### src/design/cdq_pkg.sv
// ----------------------------------------------------------------------------
// cdq_pkg
// shared types and constants of the circular deque unit
// ----------------------------------------------------------------------------
`default_nettype none

package cdq_pkg;

    localparam int OP_W      = 3;
    localparam int VALUE_W   = 32;
    localparam int CAP_W     = 11;

    localparam int DEFAULT_MAX_DEPTH = 1024;
    localparam logic [CAP_W-1:0] CAP_RESET = 11'd1024;

    // operation codes
    localparam logic [OP_W-1:0] OP_NONE      = 3'd0;
    localparam logic [OP_W-1:0] OP_INS_FRONT = 3'd1;
    localparam logic [OP_W-1:0] OP_INS_BACK  = 3'd2;
    localparam logic [OP_W-1:0] OP_DEL_FRONT = 3'd3;
    localparam logic [OP_W-1:0] OP_DEL_BACK  = 3'd4;

    localparam logic [VALUE_W-1:0] EMPTY_VALUE = '1;

    // status of one step, from the pointer logic to the result stage
    typedef struct packed {
        logic ok;
        logic is_empty;
        logic is_full;
    } status_t;

endpackage

`default_nettype wire

### src/design/cdq_ptr.sv
// ----------------------------------------------------------------------------
// cdq_ptr
// front and back slot pointers, entry count and capacity of the deque
// ----------------------------------------------------------------------------
`default_nettype none

module cdq_ptr #(
    parameter int MAX_DEPTH = cdq_pkg::DEFAULT_MAX_DEPTH,
    localparam int AW = $clog2(MAX_DEPTH),
    localparam int CW = $clog2(MAX_DEPTH + 1)
) (
    input  wire logic                       aclk,
    input  wire logic                       aresetn,
    input  wire logic                       step,
    input  wire logic [cdq_pkg::OP_W-1:0]   operation,
    input  wire logic                       cfg_wr_en,
    input  wire logic [cdq_pkg::CAP_W-1:0]  cfg_wr_data,
    output logic                            we,
    output logic      [AW-1:0]              waddr,
    output logic      [AW-1:0]              raddr_a,
    output logic      [AW-1:0]              raddr_b,
    output cdq_pkg::status_t                status
);

    localparam int EW = (CW > cdq_pkg::CAP_W) ? CW : cdq_pkg::CAP_W;

    function automatic logic [CW-1:0] sat_cap(input logic [cdq_pkg::CAP_W-1:0] c);
        logic [EW-1:0] ce;
        ce = EW'(c);
        if (ce == '0) begin
            return CW'(1);
        end else if (ce > EW'(MAX_DEPTH)) begin
            return CW'(MAX_DEPTH);
        end
        return CW'(ce);
    endfunction

    localparam logic [CW-1:0] CAP_INIT = sat_cap(cdq_pkg::CAP_RESET);

    logic [CW-1:0] cap_reg;
    logic [AW-1:0] front_reg, front_next;
    logic [AW-1:0] back_reg, back_next;
    logic [CW-1:0] count_reg, count_next;
    logic [CW-1:0] cfg_cap;
    logic          full_now, empty_now;
    logic          ok;

    function automatic logic [AW-1:0] slot_inc(input logic [AW-1:0] s,
                                               input logic [CW-1:0] cap);
        logic [CW-1:0] s1;
        s1 = CW'(s) + CW'(1);
        return (s1 >= cap) ? '0 : AW'(s1);
    endfunction

    function automatic logic [AW-1:0] slot_dec(input logic [AW-1:0] s,
                                               input logic [CW-1:0] cap);
        logic [CW-1:0] cm1;
        cm1 = cap - CW'(1);
        return (s == '0 || CW'(s) >= cap) ? AW'(cm1) : s - AW'(1);
    endfunction

    assign cfg_cap   = sat_cap(cfg_wr_data);
    assign full_now  = count_reg >= cap_reg;
    assign empty_now = count_reg == '0;

    always_comb begin
        front_next = front_reg;
        back_next  = back_reg;
        count_next = count_reg;
        we         = 1'b0;
        waddr      = front_reg;
        ok         = 1'b0;
        case (operation)
            cdq_pkg::OP_INS_FRONT: begin
                if (!full_now) begin
                    we         = 1'b1;
                    front_next = slot_dec(front_reg, cap_reg);
                    count_next = count_reg + CW'(1);
                    ok         = 1'b1;
                end
            end
            cdq_pkg::OP_INS_BACK: begin
                if (!full_now) begin
                    we         = 1'b1;
                    waddr      = back_reg;
                    back_next  = slot_inc(back_reg, cap_reg);
                    count_next = count_reg + CW'(1);
                    ok         = 1'b1;
                end
            end
            cdq_pkg::OP_DEL_FRONT: begin
                if (!empty_now) begin
                    front_next = slot_inc(front_reg, cap_reg);
                    count_next = count_reg - CW'(1);
                    ok         = 1'b1;
                end
            end
            cdq_pkg::OP_DEL_BACK: begin
                if (!empty_now) begin
                    back_next  = slot_dec(back_reg, cap_reg);
                    count_next = count_reg - CW'(1);
                    ok         = 1'b1;
                end
            end
            default: begin
                // no operation and unused codes leave the state alone
            end
        endcase
    end

    // pointers are free slots: the entries sit one step inside them
    assign raddr_a         = slot_inc(front_next, cap_reg);
    assign raddr_b         = slot_dec(back_next, cap_reg);
    assign status.ok       = ok;
    assign status.is_empty = count_next == '0;
    assign status.is_full  = count_next >= cap_reg;

    always_ff @(posedge aclk) begin
        if (!aresetn) begin
            cap_reg   <= CAP_INIT;
            front_reg <= AW'(CAP_INIT - CW'(1));
            back_reg  <= '0;
            count_reg <= '0;
        end else if (cfg_wr_en) begin
            cap_reg   <= cfg_cap;
            front_reg <= AW'(cfg_cap - CW'(1));
            back_reg  <= '0;
            count_reg <= '0;
        end else if (step) begin
            front_reg <= front_next;
            back_reg  <= back_next;
            count_reg <= count_next;
        end
    end

endmodule

`default_nettype wire
### config.mk
export PLATFORM = sky130hd
export DESIGN_NAME = cdq_ptr
export DESIGN_NICKNAME = d
export VERILOG_FILES = /design/src/design/cdq_pkg.sv /design/src/design/cdq_ptr.sv
export SDC_FILE = /design/constraint.sdc
export NUM_CORES = 1
export LEC_CHECK = 0
export BUFFER_PORTS_ARGS = -buffer_cell sky130_fd_sc_hd__clkbuf_2
export CORE_UTILIZATION = 29
export CTS_CLUSTER_SIZE = 14
export DETAILED_ROUTE_END_ITERATION = 7
export MAX_ROUTING_LAYER = met4
export PLACE_DENSITY = 0.46
export SLEW_MARGIN = 0
export SYNTH_ARGS = -nofsm -noshare
export SYNTH_HDL_FRONTEND = slang
export SYNTH_SLANG_ARGS = --single-unit
### constraint.sdc
create_clock -name aclk -period 14.2 [get_ports aclk]
set_input_delay 2.13 -clock aclk [delete_from_list [all_inputs] [get_ports aclk]]
set_output_delay 2.13 -clock aclk [all_outputs]
set_load 0.03 [all_outputs]
Yosys cells after proc, flatten, opt, wreduce, memory -nomap -nowiden
Index checks and enable logic that the tools add are counted.
Word-level totals
  flip-flop bits (word level): 42
  input bits: 18
  output and inout port bits: 34
  word-level logic and storage cells: 69
Operators by class
  $add $sub $neg: 10
  order comparisons: 9
  equality and inequality tests: 4
  mux-type cells: 28
  bitwise gates (word level): 1
  reductions and logical operators: 13
Operators with widths (count)
  $mux 10: 14
  $ge 11x11->1: 5
  $mux 11: 5
  $sub 10x1->10 const B: 5
  $pmux 10 s2: 2
  $add 10x1->11 const B: 3
  $ge 10x11->1: 3
  $logic_not 11->1: 3
  $logic_not 10->1: 3
  $pmux 11 s2: 1
  $add 11x1->11 const B: 1
  $gt 11x11->1 const B: 1
  $sub 11x1->11 const B: 1
  $eq 3x2->1 const B: 2
  $reduce_or 2->1: 3
  $mux 1: 5
  $eq 3x1->1 const B: 1
  $eq 3x3->1 const B: 1
  $logic_or 1x1->1: 3
  $pmux 1 s2: 1
  $reduce_bool 2->1: 1
  $not 1->1: 1

Longest topological paths before layout
  word-level depth: 8
  gate-level depth with buffers: 24

Worst setup path before layout
Ideal clock, no wire load.
  path kind: input port to output port
  start point: input port operation[1] (netlist bit)
  end point: output port raddr_b[0]
  arrival time: 6041 ps
  data required time: 12070 ps
  path slack: 6029 ps
  stages: 18
  buffers on the path: 2
  cell sequence: clkbuf_1 > nor3b_1 > o21ai_1 > clkbuf_1 > nor2_1 > a221oi_2 > inv_1 > ha_1 > nor2b_1 > o21a_1 > o21a_1 > o21ai_0 > nand2b_1 > a211oi_1 > o21ai_0 > a31o_2 > a21oi_4 > mux2i_1
Between the ends
  cells in the longest elaborated chain, start to end: 5
  elaborated cells between the ends (all ways): 8
  classes of those cells: add/sub (1); order compare (1); eq/ne (2); mux (2); reduce/logical (2)
Ends and longest elaborated chain
  start, declared: RTL line cdq_ptr.sv:15  | input wire logic [cdq_pkg::OP_W-1:0] operation,
  $eq 3x3->1 or $eq 3x2->1 (tied branches): RTL line cdq_ptr.sv:73  | case (operation)
  $pmux 10 s2 (*): RTL line cdq_ptr.sv:73
  named net back_next[1]: RTL line cdq_ptr.sv:42  | logic [AW-1:0] back_reg, back_next;
  $ge 10x11->1 or $logic_not 10->1 (tied branches): RTL line cdq_ptr.sv:59  | return (s == '0 || CW'(s) >= cap) ? AW'(cm1) : s - AW'(1);
  $logic_or 1x1->1 (*): RTL line cdq_ptr.sv:59
  $mux 10 (*): RTL line cdq_ptr.sv:59
  end, declared: RTL line cdq_ptr.sv:21  | output logic [AW-1:0] raddr_b,
The timed path passes the listed nets; every way through them passes the cells marked *.

Worst setup path after layout
  start point: input port operation[1] (netlist bit)
  end point: output port raddr_b[2]
Between the ends
  cells in the longest elaborated chain, start to end: 5
  elaborated cells between the ends (all ways): 8
  classes of those cells: add/sub (1); order compare (1); eq/ne (2); mux (2); reduce/logical (2)
Ends and longest elaborated chain (RTL line)
  $eq 3x3->1 or $eq 3x2->1 (tied branches): cdq_ptr.sv:73
  $pmux 10 s2 (*): cdq_ptr.sv:73
  named net back_next[2]: cdq_ptr.sv:42
  $ge 10x11->1 or $logic_not 10->1 (tied branches): cdq_ptr.sv:59
  $logic_or 1x1->1: cdq_ptr.sv:59
  $mux 10 (*): cdq_ptr.sv:59
Marked as above.

==> impl_metrics.csv <==
group,metric,value,unit
timing,timing.final.setup_violations,0,
worst_setup_path,crit_path_top_delay_cell,"sky130_fd_sc_hd__nor2_1",
hold_path,holdCritStartpoint,"cap_reg[8]",
cells_and_area,antennaDiodeCount,0,
global_routing,grt_pass1_wl,38800,um
timing,finalClockSkew,7.26,ps
power_and_ir_drop,power-per-cell-area,83.2,nW/um2
worst_setup_path,r2r.worst_path.cells,14,
cells_and_area,ff_latch_area,841,um2
worst_setup_path,critical_path.max_stage_delay,670,ps
logic_synthesis,netlist_instances,915,
global_routing,grt_max_degree,49,
power_and_ir_drop,total_leakage_power,0.00323,uW
timing,slew_viol_final,0,
floorplan,die-height,156,um
cells_and_area,fin_nets,1042,
hold_path,hold_path.class,"reg -> reg",
cells_and_area,nFillCells,2489,
placed_design,post_dp_cell_area,7330,um2
route,num_vias,6973,
clocking,cts.reportedPaths.clkPinSlew,70,ps
floorplan,initial_utilization,0.299,
worst_setup_path,cp_top_family,"compound AO/OA/AOI/OAI gates",
route,first_pass_iters,4,
worst_setup_path,critical_path_type,"in -> out",
logic_synthesis,synthesis.nets,1028,
logic_synthesis,synth.lib_cells_used.distinct,86,
placed_design,io_buffers,51,
logic_synthesis,most_used_flip_flop_cell_after_synthesis,"sky130_fd_sc_hd__dfxtp_1",
clocking,cts.hold.buffers_added,0,
worst_setup_path,worstReg2RegStart,"front_reg[1]",
placed_design,place.gp.congestion,0.928,
route,drc,0,
logic_synthesis,synth_area_leaders,"sky130_fd_sc_hd__ha_1 (17%), sky130_fd_sc_hd__dfxtp_1 (12%), sky130_fd_sc_hd__nor2_1 (4.2%)",
timing,holdWs,526,ps
hold_path,hold_path_end,"cap_reg[8]",
global_routing,grt_antenna_before_repair,0,
logic_synthesis,synth-edff-count,0,
worst_setup_path,arrival_worst_endpoint,6690,ps
hold_path,worst_hold_stages,2,
cells_and_area,multi_input_comb_area,5640,um2
clocking,clk_latency,300,ps
timing,layout_min_cycle_time,8820,ps
floorplan,core.rowCount,55,
logic_synthesis,async_reset_ff_frac,0,
worst_setup_path,reg2reg_to,"front_reg[8]",
clocking,post_cts_buffers,0,
cells_and_area,final-instance-count-excl-fill,1243,
worst_setup_path,timing.critical_path.to_type,"output pin",
placed_design,place_hpwl,18900,um
timing,hold_violations,0,
status,outcome,"finished, final reports clean",
floorplan,die_area,24200,um2
clocking,cts_tree,"yes",
clocking,cts_inserted_buffers,5,
global_routing,grt_remaining_overflow,0,
logic_synthesis,synth-seq-cells,42,
timing,worst-slew-pin-transition,1080,ps
logic_synthesis,syn_area,6850,um2
global_routing,vias_in_the_first_global_route,6496,
route,post_detailed_route_wirelength_per_cell,20.4,um
clocking,cts.htree.levels,2,
floorplan,io_pins,52,
route,post_detailed_route_count_of_antenna_violating_nets,0,
route,detail_route.iter0.violations,453,
global_routing,global_route.usage.total,0.216,
clocking,post_cts_resized,0,
worst_setup_path,critPathBufInv,3,
timing,achievable-frequency,113,MHz
flow_run,cap_viol_max_count,0,
logic_synthesis,synth_top_area_cell,"sky130_fd_sc_hd__ha_1",
clocking,ctsLongestPathBuffers,2,
floorplan,placeable_core_region,22900,um2
cells_and_area,fin_area,7480,um2
logic_synthesis,synthesis.yosys.warnings,0,
logic_synthesis,synth.top_cell.area_share,0.173,
timing,totalNegativeSetupSlack,0,ps
timing,unrepaired_setup_endpoints_after_global_routing,"false",
logic_synthesis,syn_avg_cell_area,7.49,um2
timing,worst_slew_margin_rel,0.282,
cells_and_area,areaGrowthSynthToFinish,9.20,%
power_and_ir_drop,total_power,623,uW
route,avgViaCountPerCell,5.61,
route,routed_wirelength,25400,um
worst_setup_path,cp.required,12070,ps
timing,layout_worst_path_cycle_share,0.621,
logic_synthesis,synth_sequential_area_ratio,0.123,
worst_setup_path,critical_path.startpoint_type,"input pin",
floorplan,fp.dieW,156,um
clocking,cts-root-buf,"sky130_fd_sc_hd__clkbuf_16",
placed_design,place_inst,1235,
power_and_ir_drop,vdd_drop_max,0.0000507,V
clocking,cts.sinks,42,
worst_setup_path,critical_path.cell_chain,"clkbuf_2 -> nor2_1 -> nand2_1 -> nor2_1 -> o32ai_1 -> a2111oi_4 -> inv_1 -> ha_1 -> o21a_1 -> o21a_1 -> o21ai_0 -> nand2b_1 -> a211oi_1 -> o21ai_0 -> a31o_2 -> a21oi_4 -> mux2_4 -> clkbuf_2",
worst_setup_path,worst-path-max-fanout,20,
worst_setup_path,r2r_slack,9920,ps
cells_and_area,final_layout_size_suffix_gt1_frac,0.130,
## through the flow
stage	setup WS, ps	util
finish	5380	0.327
global route	4920	0.327
CTS	5400	0.327
detailed placement	5400	0.320
global placement	5540	0.320
floorplan	6030	-
## cell usage in the layout (no fill, tap or decap), drive strengths merged, types with 7 or more instances in the layout
master  count
or4         8
nor4       12
or2         7
o22ai       9
nand2      77
ha         95
nor2       79
xnor2      34
o21a       11
xor2       28
a211oi     23
buf         9
o211ai     15
a21o       14
nor3       30
mux2i      23
a21oi      43
mux2       15
inv        37
o21ai      58
nand4       8
dfxtp      42
nand3      49
nor2b      12
and2       22
and3       10
clkbuf     56
nand2b     15
## power breakdown
| part | internal [uW] | total, uW | switching [uW] |
|---|---|---|---|
| Clock | 66.0 | 125 | 58.7 |
| Combinational | 133 | 361 | 228 |
| Sequential | 123 | 137 | 14.1 |
## logic make-up after synthesis
logic type / synth area share
flip-flops: 0.123
AND/OR/NAND/NOR: 0.266
XOR/XNOR: 0.0804
adder cells (fa/ha/maj): 0.173
buffers and inverters: 0.0537
multiplexers: 0.0599
AO/OA/AOI/OAI: 0.244
## cells in the mapped netlist (23+ instances only)
library cell	number
sky130_fd_sc_hd__a21oi_1	42
sky130_fd_sc_hd__a211oi_1	23
sky130_fd_sc_hd__mux2i_1	23
sky130_fd_sc_hd__xor2_1	28
sky130_fd_sc_hd__o21ai_0	49
sky130_fd_sc_hd__ha_1	95
sky130_fd_sc_hd__nand2_1	75
sky130_fd_sc_hd__nor2_1	77
sky130_fd_sc_hd__clkbuf_1	41
sky130_fd_sc_hd__nand3_1	49
sky130_fd_sc_hd__xnor2_1	33
sky130_fd_sc_hd__dfxtp_1	42
sky130_fd_sc_hd__nor3_1	27
sky130_fd_sc_hd__inv_1	35
## worst register-to-register path: cells and delay by family (launching register included)
family          cells  cell delay, ps
compound gates      6            1660
simple gates        5            1100
fa+ha+maj           2             640
flops               1             600
xor+xnor            1             140
## layout make-up
type	count	share of cell area
repair buffers	60	0.0431
inverters	36	0.0181
clock buffers	5	0.0167
well taps	313	0.0523
multi-input cells	784	0.754
flip-flops and latches	42	0.112
clock inverters	3	0.00318
## routing by layer
metal | vias to the layer above | track usage | wire length (um)
met5 | - | - | 0
met1 | 3235 | 0.293 | 11800
met4 | 0 | 0.0747 | 789
met3 | 57 | 0.0369 | 1710
met2 | 277 | 0.321 | 11000
li1 | 3404 | - | -
## how the worst max path moves through the flow
stage | start | endpoint | cells after the start
finish | operation[1] | raddr_b[2] | 18
floorplan | operation[1] | raddr_b[0] | 18
global placement | operation[1] | raddr_b[2] | 18
CTS | operation[1] | raddr_b[2] | 18
global route | operation[1] | raddr_b[2] | 18
detailed placement | operation[1] | raddr_b[2] | 18
No activity file was read; power rests on OpenSTA's default activity.
